==> config.mk <==
export PLATFORM = sky130hd
export DESIGN_NAME = filter_life_meter_top
export DESIGN_NICKNAME = d
export VERILOG_FILES = /design/src/hw/rtl/flm_pkg.sv /design/src/hw/rtl/flm_div.sv /design/src/hw/rtl/filter_life_meter_top.sv
export SDC_FILE = /design/constraint.sdc
export NUM_CORES = 1
export LEC_CHECK = 0
export BUFFER_PORTS_ARGS = -buffer_cell sky130_fd_sc_hd__clkbuf_2
export CAP_MARGIN = 15
export CORE_MARGIN = 5
export CORE_UTILIZATION = 25
export CTS_CLUSTER_DIAMETER = 60
export DETAILED_ROUTE_END_ITERATION = 8
export PLACE_DENSITY = 0.37
export SETUP_SLACK_MARGIN = 0.15
export SYNTH_ARGS = -nofsm -noshare
export SYNTH_HDL_FRONTEND = slang
export SYNTH_HIERARCHICAL = 1
export SYNTH_SLANG_ARGS = --single-unit
export TNS_END_PERCENT = 10
==> constraint.sdc <==
create_clock -name clk -period 11.45 [get_ports clk]
set_input_delay 2.29 -clock clk [delete_from_list [all_inputs] [get_ports clk]]
set_output_delay 2.29 -clock clk [all_outputs]
set_load 0.05 [all_outputs]
==> src/hw/rtl/flm_pkg.sv <==
// ----------------------------------------------------------------------------
// flm_pkg
// shared widths, codes and helpers of the filter life meter
// ----------------------------------------------------------------------------
package flm_pkg;

    // operation codes of an input item
    typedef enum logic [2:0] {
        OP_USAGE_TICK  = 3'd0,
        OP_MINUTE_TICK = 3'd1,
        OP_RESET       = 3'd2,
        OP_FORCE       = 3'd3,
        OP_SET_LIFE    = 3'd4
    } op_t;

    // configuration register indexes
    typedef enum logic [2:0] {
        CFG_FLOW_ONE    = 3'd0,
        CFG_FLOW_TWO    = 3'd1,
        CFG_FLOW_THREE  = 3'd2,
        CFG_FLOW_FOUR   = 3'd3,
        CFG_WARN_FIRST  = 3'd4,
        CFG_WARN_SECOND = 3'd5,
        CFG_DAYS_FIRST  = 3'd6,
        CFG_DAYS_SECOND = 3'd7
    } cfg_idx_t;

    typedef enum logic [1:0] {
        STATUS_GOOD    = 2'd0,
        STATUS_WARN    = 2'd1,
        STATUS_REPLACE = 2'd2
    } status_t;

    localparam int FLOW_W  = 10;
    localparam int DAYS_W  = 8;
    localparam int OVR_W   = 5;
    localparam int PCT_W   = 7;
    localparam int CNT_W   = 5;
    localparam int PROD_W  = DAYS_W + FLOW_W;      // days * top flow
    localparam int LIFE_W  = PROD_W + 11;          // times minutes per day
    localparam int NUM_W   = LIFE_W + PCT_W;       // usage * 100
    localparam int STEP_W  = 3;

    localparam logic [10:0]       MINUTES_PER_DAY = 11'd1440;
    localparam logic [15:0]       RPM_LEVEL_ONE   = 16'd400;
    localparam logic [15:0]       RPM_LEVEL_TWO   = 16'd800;
    localparam logic [15:0]       RPM_LEVEL_THREE = 16'd1200;
    localparam logic [PCT_W-1:0]  PCT_FULL        = 7'd100;
    localparam logic [CNT_W-1:0]  SAVE_PERIOD     = 5'd20;
    localparam logic [OVR_W-1:0]  DAYS_PER_WEEK   = 5'd7;
    localparam logic [2:0]        WEEKS_DEFAULT   = 3'd3;

    function automatic status_t status_of(input logic [PCT_W-1:0] pct,
                                          input logic [PCT_W-1:0] warn);
        status_t s;
        if (pct >= PCT_FULL)
            s = STATUS_REPLACE;
        else if (pct >= warn)
            s = STATUS_WARN;
        else
            s = STATUS_GOOD;
        return s;
    endfunction

endpackage

==> src/hw/rtl/flm_div.sv <==
// ----------------------------------------------------------------------------
// flm_div
// bit-serial restoring divider giving a percent limited to full scale
// ----------------------------------------------------------------------------
module flm_div
    import flm_pkg::*;
(
    input  logic              clk,
    input  logic              rst_n,
    input  logic              start,
    input  logic [NUM_W-1:0]  num,
    input  logic [LIFE_W-1:0] den,
    output logic              done,
    output logic [PCT_W-1:0]  pct
);

    logic              busy_reg;
    logic              done_reg;
    logic              sat_reg;
    logic [STEP_W-1:0] step_reg;
    logic [NUM_W-1:0]  rem_reg;
    logic [NUM_W-1:0]  den_sh_reg;
    logic [PCT_W-1:0]  quo_reg;

    logic [NUM_W:0]    diff;
    logic              ge;

    // the one shared compare and subtract
    assign diff = {1'b0, rem_reg} - {1'b0, den_sh_reg};
    assign ge   = ~diff[NUM_W];

    always_ff @(posedge clk or negedge rst_n)
    begin
        if (!rst_n)
        begin
            busy_reg <= 1'b0;
            done_reg <= 1'b0;
            sat_reg  <= 1'b0;
            step_reg <= '0;
        end
        else
        begin
            done_reg <= 1'b0;
            if (start)
            begin
                quo_reg <= '0;
                sat_reg <= 1'b0;
                if (den == '0)
                begin
                    // zero lifespan reads as zero percent
                    done_reg <= 1'b1;
                    busy_reg <= 1'b0;
                end
                else
                begin
                    rem_reg    <= num;
                    den_sh_reg <= {den, {PCT_W{1'b0}}};
                    step_reg   <= STEP_W'(PCT_W);
                    busy_reg   <= 1'b1;
                end
            end
            else if (busy_reg)
            begin
                den_sh_reg <= den_sh_reg >> 1;
                if (step_reg == STEP_W'(PCT_W))
                begin
                    // quotient of 128 or more saturates at once
                    if (ge)
                    begin
                        sat_reg  <= 1'b1;
                        busy_reg <= 1'b0;
                        done_reg <= 1'b1;
                    end
                    step_reg <= step_reg - 1'b1;
                end
                else
                begin
                    if (ge)
                        rem_reg <= diff[NUM_W-1:0];
                    quo_reg <= {quo_reg[PCT_W-2:0], ge};
                    if (step_reg == '0)
                    begin
                        busy_reg <= 1'b0;
                        done_reg <= 1'b1;
                    end
                    else
                        step_reg <= step_reg - 1'b1;
                end
            end
        end
    end

    assign done = done_reg;
    assign pct  = (sat_reg || quo_reg >= PCT_FULL) ? PCT_FULL : quo_reg;

endmodule

==> src/hw/rtl/filter_life_meter_top.sv <==
// ----------------------------------------------------------------------------
// filter_life_meter_top
// wear tracking of two air filters with percent, status and save request
// ----------------------------------------------------------------------------
// usage:
//   items enter on the item channel (item_valid / item_stall) and each gives
//   one transaction on the result channel (result_valid / result_stall).
//   configuration registers are written over cfg_valid / cfg_index / cfg_data;
//   cfg_ready is always high and writes belong in idle time only.
// sequence:
//   minute tick, filter reset and undefined codes go right to the final state.
//   force replace passes the lifespan states; set lifespan adds the divide.
//   a usage tick runs the lifespan multiply and the serial percent divide
//   once per filter, skipping the divide for a filter already at its lifespan;
//   the divide runs on the one shared compare-subtract unit.
// throughput:
//   one item at a time; item_stall is high from acceptance until the result
//   has been loaded into the output register.
// reset:
//   usage and percents clear, the save countdown loads twenty and the
//   registers take their default values.
// stall:
//   a valid result holds in the result register while result_stall is high;
//   a finished item waits in its final state until the register is free.
// ----------------------------------------------------------------------------
module filter_life_meter_top
    import flm_pkg::*;
(
    input  logic                clk,
    input  logic                rst_n,
    input  logic                item_valid,
    output logic                item_stall,
    input  logic [2:0]          operation,
    input  logic                filter_sel,
    input  logic [15:0]         rpm,
    input  logic [7:0]          weeks,
    output logic                result_valid,
    input  logic                result_stall,
    output logic [PCT_W-1:0]    pct_first,
    output logic [1:0]          status_first,
    output logic [PCT_W-1:0]    pct_second,
    output logic [1:0]          status_second,
    output logic                save_request,
    input  logic                cfg_valid,
    output logic                cfg_ready,
    input  logic [2:0]          cfg_index,
    input  logic [FLOW_W-1:0]   cfg_data
);

    typedef enum logic [2:0] {
        ST_IDLE,
        ST_LIFE_MUL,
        ST_LIFE_SCALE,
        ST_APPLY,
        ST_DIV_START,
        ST_DIV_WAIT,
        ST_FINISH
    } state_t;

    state_t            state_reg;

    // configuration
    logic [FLOW_W-1:0] flow1_reg;
    logic [FLOW_W-1:0] flow2_reg;
    logic [FLOW_W-1:0] flow3_reg;
    logic [FLOW_W-1:0] flow4_reg;
    logic [PCT_W-1:0]  warn_reg [2];
    logic [DAYS_W-1:0] base_days_reg [2];

    // filter state
    logic [LIFE_W-1:0] usage_reg [2];
    logic [PCT_W-1:0]  pct_reg [2];
    logic [OVR_W-1:0]  ovr_reg [2];
    logic [CNT_W-1:0]  cnt_reg;

    // item in work
    op_t               op_reg;
    logic              fsel_reg;
    logic [FLOW_W-1:0] flow_reg;
    logic              save_reg;
    logic [PROD_W-1:0] prod_reg;
    logic [LIFE_W-1:0] life_reg;

    // output register
    logic              res_valid_reg;
    logic [PCT_W-1:0]  res_pct_reg [2];
    status_t           res_status_reg [2];
    logic              res_save_reg;

    logic [FLOW_W-1:0] flow_next;
    logic [OVR_W-1:0]  ovr_next;
    logic [2:0]        weeks_eff;
    logic [DAYS_W-1:0] days_sel;
    logic [LIFE_W-1:0] life_full;
    logic [LIFE_W:0]   usage_sum;
    logic [NUM_W-1:0]  div_num;
    logic              div_start;
    logic              div_done;
    logic [PCT_W-1:0]  div_pct;
    logic              accept;
    logic              out_free;

    assign accept   = item_valid && (state_reg == ST_IDLE);
    assign out_free = !res_valid_reg || !result_stall;

    always_comb
    begin
        if (rpm == '0)
            flow_next = '0;
        else if (rpm <= RPM_LEVEL_ONE)
            flow_next = flow1_reg;
        else if (rpm <= RPM_LEVEL_TWO)
            flow_next = flow2_reg;
        else if (rpm <= RPM_LEVEL_THREE)
            flow_next = flow3_reg;
        else
            flow_next = flow4_reg;
    end

    always_comb
    begin
        if (weeks inside {[8'd2:8'd4]})
            weeks_eff = weeks[2:0];
        else
            weeks_eff = WEEKS_DEFAULT;
        ovr_next = OVR_W'(weeks_eff) * DAYS_PER_WEEK;
    end

    assign days_sel  = (ovr_reg[fsel_reg] != '0) ? DAYS_W'(ovr_reg[fsel_reg])
                                                  : base_days_reg[fsel_reg];
    assign life_full = LIFE_W'(prod_reg) * LIFE_W'(MINUTES_PER_DAY);
    assign usage_sum = {1'b0, usage_reg[fsel_reg]} + (LIFE_W+1)'(flow_reg);
    assign div_num   = NUM_W'(usage_reg[fsel_reg]) * NUM_W'(PCT_FULL);
    assign div_start = (state_reg == ST_DIV_START);

    flm_div u_div (
        .clk   (clk),
        .rst_n (rst_n),
        .start (div_start),
        .num   (div_num),
        .den   (life_reg),
        .done  (div_done),
        .pct   (div_pct)
    );

    // configuration writes
    always_ff @(posedge clk or negedge rst_n)
    begin
        if (!rst_n)
        begin
            flow1_reg        <= 10'd2;
            flow2_reg        <= 10'd4;
            flow3_reg        <= 10'd6;
            flow4_reg        <= 10'd8;
            warn_reg[0]      <= 7'd90;
            warn_reg[1]      <= 7'd90;
            base_days_reg[0] <= 8'd21;
            base_days_reg[1] <= 8'd21;
        end
        else if (cfg_valid)
        begin
            case (cfg_idx_t'(cfg_index))
                CFG_FLOW_ONE:    flow1_reg        <= cfg_data;
                CFG_FLOW_TWO:    flow2_reg        <= cfg_data;
                CFG_FLOW_THREE:  flow3_reg        <= cfg_data;
                CFG_FLOW_FOUR:   flow4_reg        <= cfg_data;
                CFG_WARN_FIRST:  warn_reg[0]      <= cfg_data[PCT_W-1:0];
                CFG_WARN_SECOND: warn_reg[1]      <= cfg_data[PCT_W-1:0];
                CFG_DAYS_FIRST:  base_days_reg[0] <= cfg_data[DAYS_W-1:0];
                CFG_DAYS_SECOND: base_days_reg[1] <= cfg_data[DAYS_W-1:0];
                default:         ;
            endcase
        end
    end

    // sequencer
    always_ff @(posedge clk or negedge rst_n)
    begin
        if (!rst_n)
        begin
            state_reg     <= ST_IDLE;
            usage_reg[0]  <= '0;
            usage_reg[1]  <= '0;
            pct_reg[0]    <= '0;
            pct_reg[1]    <= '0;
            ovr_reg[0]    <= '0;
            ovr_reg[1]    <= '0;
            cnt_reg       <= SAVE_PERIOD;
            res_valid_reg <= 1'b0;
            save_reg      <= 1'b0;
        end
        else
        begin
            if (res_valid_reg && !result_stall)
                res_valid_reg <= 1'b0;

            case (state_reg)
                ST_IDLE:
                begin
                    if (accept)
                    begin
                        op_reg   <= op_t'(operation);
                        fsel_reg <= filter_sel;
                        flow_reg <= flow_next;
                        save_reg <= 1'b0;
                        state_reg <= ST_FINISH;
                        case (op_t'(operation))
                            OP_USAGE_TICK:
                            begin
                                fsel_reg  <= 1'b0;
                                state_reg <= ST_LIFE_MUL;
                            end
                            OP_MINUTE_TICK:
                            begin
                                if (cnt_reg != '0)
                                begin
                                    if (cnt_reg == CNT_W'(1))
                                    begin
                                        save_reg <= 1'b1;
                                        cnt_reg  <= SAVE_PERIOD;
                                    end
                                    else
                                        cnt_reg <= cnt_reg - 1'b1;
                                end
                            end
                            OP_RESET:
                            begin
                                usage_reg[filter_sel] <= '0;
                                pct_reg[filter_sel]   <= '0;
                                save_reg              <= 1'b1;
                            end
                            OP_FORCE:
                                state_reg <= ST_LIFE_MUL;
                            OP_SET_LIFE:
                            begin
                                ovr_reg[filter_sel] <= ovr_next;
                                state_reg           <= ST_LIFE_MUL;
                            end
                            default:
                                state_reg <= ST_FINISH;
                        endcase
                    end
                end

                ST_LIFE_MUL:
                begin
                    prod_reg  <= PROD_W'(days_sel) * PROD_W'(flow4_reg);
                    state_reg <= ST_LIFE_SCALE;
                end

                ST_LIFE_SCALE:
                begin
                    life_reg  <= life_full;
                    state_reg <= ST_APPLY;
                end

                ST_APPLY:
                begin
                    case (op_reg)
                        OP_USAGE_TICK:
                        begin
                            if (usage_reg[fsel_reg] >= life_reg)
                            begin
                                // worn out filter keeps usage and percent
                                if (!fsel_reg)
                                begin
                                    fsel_reg  <= 1'b1;
                                    state_reg <= ST_LIFE_MUL;
                                end
                                else
                                    state_reg <= ST_FINISH;
                            end
                            else
                            begin
                                if (usage_sum > {1'b0, life_reg})
                                    usage_reg[fsel_reg] <= life_reg;
                                else
                                    usage_reg[fsel_reg] <= usage_sum[LIFE_W-1:0];
                                state_reg <= ST_DIV_START;
                            end
                        end
                        OP_FORCE:
                        begin
                            usage_reg[fsel_reg] <= life_reg;
                            pct_reg[fsel_reg]   <= PCT_FULL;
                            save_reg            <= 1'b1;
                            state_reg           <= ST_FINISH;
                        end
                        default:
                            state_reg <= ST_DIV_START;
                    endcase
                end

                ST_DIV_START:
                    state_reg <= ST_DIV_WAIT;

                ST_DIV_WAIT:
                begin
                    if (div_done)
                    begin
                        pct_reg[fsel_reg] <= div_pct;
                        if (op_reg == OP_USAGE_TICK && !fsel_reg)
                        begin
                            fsel_reg  <= 1'b1;
                            state_reg <= ST_LIFE_MUL;
                        end
                        else
                            state_reg <= ST_FINISH;
                    end
                end

                ST_FINISH:
                begin
                    if (out_free)
                    begin
                        res_valid_reg     <= 1'b1;
                        res_pct_reg[0]    <= pct_reg[0];
                        res_pct_reg[1]    <= pct_reg[1];
                        res_status_reg[0] <= status_of(pct_reg[0], warn_reg[0]);
                        res_status_reg[1] <= status_of(pct_reg[1], warn_reg[1]);
                        res_save_reg      <= save_reg;
                        state_reg         <= ST_IDLE;
                    end
                end

                default:
                    state_reg <= ST_IDLE;
            endcase
        end
    end

    assign item_stall    = (state_reg != ST_IDLE);
    assign cfg_ready     = 1'b1;
    assign result_valid  = res_valid_reg;
    assign pct_first     = res_pct_reg[0];
    assign status_first  = res_status_reg[0];
    assign pct_second    = res_pct_reg[1];
    assign status_second = res_status_reg[1];
    assign save_request  = res_save_reg;

    // a new result only comes out of the final state
    assert property (@(posedge clk) disable iff (!rst_n)
        $rose(res_valid_reg) |-> $past(state_reg == ST_FINISH))
        else $error("result raised outside the final state");

    // the divider only reports back while the sequencer waits for it
    assert property (@(posedge clk) disable iff (!rst_n)
        div_done |-> state_reg == ST_DIV_WAIT)
        else $error("divider finished while not awaited");

    // stored percents never pass full scale
    assert property (@(posedge clk) disable iff (!rst_n)
        pct_reg[0] <= PCT_FULL && pct_reg[1] <= PCT_FULL)
        else $error("stored percent above full scale");

    // save countdown stays within one period and never sits at zero
    assert property (@(posedge clk) disable iff (!rst_n)
        cnt_reg != '0 && cnt_reg <= SAVE_PERIOD)
        else $error("save countdown out of range");

endmodule

==> results of run 1 <==
-- critical path: stages, from the launching register on --
cell and delay [ps]:
edfxtp_1 340, buf_4 690, mux2i_1 590, inv_1 250, ha_1 400, and3_1 170
nand3_1 130, a31oi_2 600, o211ai_1 230, nor2_1 180, xnor2_1 200, inv_1 90
ha_1 310, nand4_1 140, nor4_1 620, nand2_1 140, nor4_1 380, o21a_1 820
nand2_1 280, o21ai_0 230
-- per-stage QoR --
step	hold WS (ps)	utilization
final	461	0.286
after global routing	470	0.286
after CTS	462	0.286
after detailed placement	448	0.270
after global placement	446	0.270
after floorplan	425	-
-- cells in the final DEF, fill, tap and decap left out, drive strengths merged, types with 18 or more instances in the layout --
| cell | count |
|---|---|
| a21o | 41 |
| fa | 107 |
| dfstp | 21 |
| nor4 | 18 |
| ha | 292 |
| a21oi | 169 |
| and3 | 20 |
| nor2 | 109 |
| nand4 | 27 |
| mux2i | 63 |
| nand2 | 215 |
| o21a | 19 |
| edfxtp | 154 |
| nor2b | 21 |
| nand3 | 53 |
| mux2 | 73 |
| a22o | 18 |
| xor2 | 23 |
| inv | 385 |
| xnor2 | 77 |
| and2 | 87 |
| buf | 24 |
| nor3 | 38 |
| a211oi | 28 |
| clkbuf | 128 |
| o21ai | 179 |
| dfrtp | 147 |
-- per-layer routing --
| layer | vias up | routed length, um | share of wire |
|---|---|---|---|
| met5 | - | 0 | 0 |
| met4 | 0 | 1750 | 0.024 |
| met3 | 100 | 2690 | 0.036 |
| met2 | 294 | 33400 | 0.45 |
| met1 | 9540 | 35900 | 0.49 |
| li1 | 9500 | - | - |
-- worst min-delay path by stage --
stage	from	to	cells after the start
detailed placement	save_reg	save_request	0
CTS	save_reg	save_request	0
floorplan	save_reg	save_request	0
global route	save_reg	save_request	0
finish	save_reg	save_request	0
global placement	save_reg	save_request	0
-- area by class of cell --
class	instances	area [sq um]	area share
Sequential cell	322	8850	0.300
Timing Repair Buffer	89	522	0.0177
Tap cell	1380	1730	0.0584
Multi-Input combinational cell	1908	15400	0.520
Inverter	377	1420	0.0479
Clock buffer	63	1320	0.0446
Clock inverter	29	339	0.0115
-- logic make-up after synthesis --
| logic type | Yosys count | synth area share |
|---|---|---|
| mux | 136 | 0.0561 |
| compound gates | 601 | 0.150 |
| simple gates | 659 | 0.127 |
| other cells | 2 | 0.000290 |
| fa+ha+maj | 399 | 0.224 |
| xor+xnor | 100 | 0.0338 |
| buf+inv | 453 | 0.0671 |
| flops | 322 | 0.342 |
==> out/qor.yml, run 1 <==
logic_synthesis:
  ys.flop_type: "edfxtp_1"
  post-synth-top-count-cell: "inv_1"
  synth_top_area_cell: "edfxtp_1"
  synth_edf_count: 154
  yosysTopAreaCellShare: 0.179
  synthArstFlopShare: 0.522
  synth_area_leaders: "edfxtp_1 18%, dfrtp_1 14%, ha_1 14%"
  synth_cell_types: 94
  synthCells: 2672
  ys_ff_latch: 322
  syn_area_sq_um: 25900
  ys.warnings.count: 6
  netlist_top_cells_count: "377 x inv_1, 292 x ha_1, 215 x nand2_1"
  syn_area_per_cell_sq_um: 9.69
  ys_seq_area_frac: 0.342
finish:
  final_area_sq_um: 29500
  fill_cells: 10800
  largest_reg_flops: 58
  area_delta_synth_final_pct: 14.2
  diodes: 0
  final_cells: 4168
  drive_above_1_share: 0.112
  nets: 3192
floorplan:
  rows: 118
  die-area_sq_um: 110000
  start_util: 0.251
  fp.dieW_um: 332
  boundaryPins: 68
  die_h_um: 332
  core-area_sq_um: 103000
sta:
  finClkSkew_ps: 36.9
  setup_viol_count_final: 0
  worst_pin_slew_ps: 1130
  fin_ws_ps: 4540
  finalHoldViolCount: 0
  period_share: 0.604
  period_minus_slack_ps: 6910
  max_freq_ghz: 0.145
  drv_slew: 0
  fin_tns_setup_ps: 0
  max_slew_margin: 0.245
  rsz0062_at_grt: "false"
clock_network:
  ctsHoldBuffers: 0
  clock_sinks: 322
  cts_resized: 0
  cts_buffer_depth: 3
  clock_latency_ps: 620
  cts_setup_buffers: 0
  numCtsBuffers: 49
  clkSlewWorstSetupHoldPaths_ps: 60
  cts_tree: "built"
  cts-root-buf: "clkbuf_16"
  htree_levels: 2
route:
  firstDrtPassIters: 7
  ant_nets: 0
  routed_wl_mm: 73.7
  vias: 19400
  wl_per_cell_um: 17.7
  drt_iter0_drc: 989
  drcViolationCount: 0
  vias_per_cell: 4.66
worst_setup_path:
  arrival_ps: 7430
  worstSetupEndpoint: "usage_reg[25]"
  critical_path_required_ps: 11960
  r2r_slack_ps: 4540
  path_class: "reg -> reg"
  startpoint: "fsel_reg"
  ff2ff_path_depth: 19
  r2r-start: "fsel_reg"
  reg2reg_to: "usage_reg[25]"
  path_max_fanout: 52
  worstSetupStartpointType: "register"
  endpoint_kind: "register"
grt:
  grt_use_met1: 0.186
  grt_max_degree: 139
  busiest_layer: "met2"
  met2_usage: 0.215
  grt_overflow_total: 0
  grt_pass1_wl_mm: 117
  antenna_found_initial: 2
  met3_usage: 0.0179
  grt_util_all_layers: 0.132
  grt_pass1_vias: 20300
status:
  status: "finished clean"
placed_design:
  io_buffers: 66
  place.gp.congestion: 0.882
  post-place-cells: 4076
  placed_cell_area_sq_um: 27900
  pre_cts_ws_ps: 4630
  hpwl_mm: 58.2
worst_hold_path:
  min_path_type: "reg -> reg"
job:
  cap_viol_max_count: 0
Power of run 1 is not shown: default switching activity piles up to over one toggle a cycle in this logic, so the estimate is an artifact.
==> inputs of run 2 (changes only) <==
--- a/config.mk
+++ b/config.mk
@@ -5,6 +5,7 @@
 export SDC_FILE = /design/constraint.sdc
 export NUM_CORES = 1
 export LEC_CHECK = 0
+export ABC_AREA = 1
 export BUFFER_PORTS_ARGS = -buffer_cell sky130_fd_sc_hd__clkbuf_2
 export CAP_MARGIN = 15
 export CORE_MARGIN = 5
==> constraint.sdc (replaced) <==
create_clock -name clk -period 6.8 [get_ports clk]
set_input_delay 1.36 -clock clk [delete_from_list [all_inputs] [get_ports clk]]
set_output_delay 1.36 -clock clk [all_outputs]
set_load 0.05 [all_outputs]
==> run 2 against run 1 <==
Effect of this change: final cell count is 31% higher; die area up 10%; global-route usage is 2.4 points higher; flip-flop and latch count unchanged; via count is 27% higher; maximum frequency up 13%; design area up 11%; wire length grew 30%; synthesized cell count increased by 44%; critical path type unchanged; highest routed layer unchanged.
==> out/qor.yml, run 2 <==
sta:
  finClkSkew_ps: 70.9  # +34.0 ps
  max_freq_ghz: 0.164  # +13%
  fin_tns_setup_ps: 0  # unchanged
  drv_slew: 0  # unchanged
  rsz0062_at_grt: "false"
  period_minus_slack_ps: 6100  # -811 ps
  max_slew_margin: 0.296  # +0.0517
  setup_viol_count_final: 0  # unchanged
  period_share: 0.897  # +0.294
  finalHoldViolCount: 0  # unchanged
  worst_pin_slew_ps: 1060  # -74.4 ps
logic_synthesis:
  synth_edf_count: 154  # unchanged
  synth_top_family_by_area: "simple AND/OR/NAND/NOR gates"
  synth_area_leaders: "edfxtp_1 16%, dfrtp_1 13%, ha_1 13%"
  syn_area_per_cell_sq_um: 7.45  # -23%
  synth_compound_area_frac: 0.124  # -0.0256
  synthAdderAreaFrac: 0.202  # -0.0215
  ys_ff_latch: 322  # unchanged
  netlist_top_cells_count: "926 x nand2_1, 602 x inv_1, 337 x nor2_1"
  syn_area_sq_um: 28600  # +11%
  post-synth-top-count-cell: "nand2_1"
  synth-simple-area-share: 0.243  # +0.117
  synthArstFlopShare: 0.522  # unchanged
  synthMuxAreaShare: 0.000393  # -0.0557
  synthCells: 3844  # +44%
  synth_top_area_cell: "edfxtp_1"
  ys.flop_type: "edfxtp_1"
  yosysTopAreaCellShare: 0.162  # -0.0171
  ys.warnings.count: 6  # unchanged
  synth_cell_types: 58  # -38%
  ys_seq_area_frac: 0.309  # -0.0328
  synthXorXnorAreaFrac: 0.0233  # -0.0106
finish:
  layout_commonest_cell: "nand2_1"
  post-route-util: 0.287  # about the same
  area_delta_synth_final_pct: 14.1  # about the same
  layout_common_cells: "926 x nand2_1, 601 x inv_1, 336 x nor2_1"
  final_area_sq_um: 32700  # +11%
  largest_reg_flops: 58  # unchanged
  drive_above_1_share: 0.0703  # -0.0416
  diodes: 0  # unchanged
  fill_cells: 12600  # +17%
  nets: 4355  # +36%
clock_network:
  htree_levels: 2  # unchanged
  cts_resized: 0  # unchanged
  cts_buffer_depth: 3  # unchanged
  cts-root-buf: "clkbuf_16"
  clkSlewWorstSetupHoldPaths_ps: 60  # about the same
  cts_setup_buffers: 0  # unchanged
  numCtsBuffers: 53  # +8.2%
  ctsHoldBuffers: 0  # unchanged
  cts_tree: "built"
  clock_latency_ps: 660  # +40 ps
  clock_sinks: 322  # unchanged
route:
  vias: 24700  # +27%
  wl_met2_mm: 44.6  # +34%
  firstDrtPassIters: 5  # -2
  drt_iter0_drc: 1393  # +41%
  routed_wl_mm: 95.9  # +30%
  top_layer_used: "met4"
  wl_per_cell_um: 17.6  # -0.78%
  vias_per_cell: 4.51  # -3.2%
  dr_wl_met3_mm: 3.35  # +25%
  ant_nets: 0  # unchanged
  wl_met1_mm: 46.1  # +28%
  drcViolationCount: 0  # unchanged
worst_setup_path:
  path_class: "reg -> reg"
  critical_path_required_ps: 7160  # -4800 ps
  endpoint_kind: "register"
  worstSetupStartpointType: "register"
  arrival_ps: 6460  # -970 ps
  path_max_fanout: 8  # -85%
placed_design:
  place.gp.congestion: 0.868  # -1.6%
  hpwl_mm: 75.4  # +30%
  io_buffers: 66  # unchanged
  placed_cell_area_sq_um: 30800  # +10%
floorplan:
  rows: 124  # +5.1%
  core-area_sq_um: 114000  # +10%
  die_h_um: 348  # +5.0%
  start_util: 0.251  # about the same
  die-area_sq_um: 121000  # +10%
  boundaryPins: 68  # unchanged
  fp.dieW_um: 348  # +5.0%
grt:
  grt_max_degree: 107  # -23%
  grt_util_all_layers: 0.156  # +0.0238
  grt_pass1_vias: 24800  # +22%
  grt_overflow_total: 0  # unchanged
  grt_pass1_wl_mm: 149  # +27%
  antenna_found_initial: 0  # -2
power_and_ir_drop:
  irDropWorstVdd_mv: 0.244
  leakage_uw: 0.0160
  power_density_nw_per_um2: 547
job:
  cap_viol_max_count: 0  # unchanged
status:
  status: "finished clean"
worst_hold_path:
  min_path_type: "reg -> reg"
[run 2: cell types whose count changed in the layout (fill, tap and decap cells not counted), sizes merged, moves of 72 or more]
cell / delta
o21ai: +148
nand3: +180
inv: +242
nand2: +719
and2: -72
nor2: +235
mux2: -72
[run 2: final cells by class]
cell class | instances | area, sq um | share of cell area
timing repair buffer | 101 | 627 | 0.0192
multi-input combinational | 2808 | 17100 | 0.523
tap | 1512 | 1890 | 0.0579
sequential | 322 | 8850 | 0.271
clock buffer | 62 | 1400 | 0.0429
inverter | 624 | 2340 | 0.0717
clock inverter | 37 | 465 | 0.0142
[run 2: report_power, final]
part | total, uW | internal (uW) | switching (uW)
combinational | 11600 | 3950 | 7640
clock | 2860 | 1740 | 1120
sequential | 3420 | 3010 | 416
[run 2: worst paths after layout]
path,endpoint,slack (ps),startpoint,depth (start not counted)
min reg2reg,res_pct_reg[0][7],460,pct_reg[0],0
max in group asynchronous,usage_reg[52],4890,rst_n,2
min,res_pct_reg[0][7],460,pct_reg[0],0
max reg2reg,prod_reg[16],700,fsel_reg,23
min in group asynchronous,pct_reg[6],650,rst_n,1
max,prod_reg[16],700,fsel_reg,23
[run 2: logic make-up after synthesis]
kind of cell               Yosys count
adders and majority gates          399
DFF                                322
and+or+nand+nor                   1666
muxes                                1
other                                2
buffers and inverters              725
AOI/OAI and AO/OA                  653
xor gates and xnor gates            76
[run 2: critical path, stage by stage (launching register included)]
cell and delay, ps:
edfxtp_1 590, inv_2 130, or2_2 290, o21ai_0 130
nand2_1 100, nor2_1 160, nand2_1 200, a21oi_1 280
inv_1 200, nor2_1 170, fa_1 470, fa_1 520
fa_1 540, inv_1 50, fa_1 520, inv_1 40
ha_1 370, nand2_1 90, o21ai_0 180, a21oi_1 100
o21ai_1 280, nand3_1 110, o211ai_1 200, xor2_1 90
[run 2: metrics by stage]
stage	setup slack [ps]	total power (uW)	hold WS (ps)	instances
2_1_floorplan	1300	11700	425	3855
3_3_place_gp	606	15300	438	5367
3_5_place_dp	570	15200	436	5367
4_1_cts	529	18200	453	5466
5_1_grt	187	19900	470	5466
6_report	698	17900	459	5466
[run 2: layer usage]
metal | GRT usage | up-vias
met4 | 0.0325 | 0
met2 | 0.264 | 341
met1 | 0.214 | 11600
li1 | - | 12600
met5 | 0 | -
met3 | 0.0209 | 91
No activity file was read; power rests on OpenSTA's default activity.
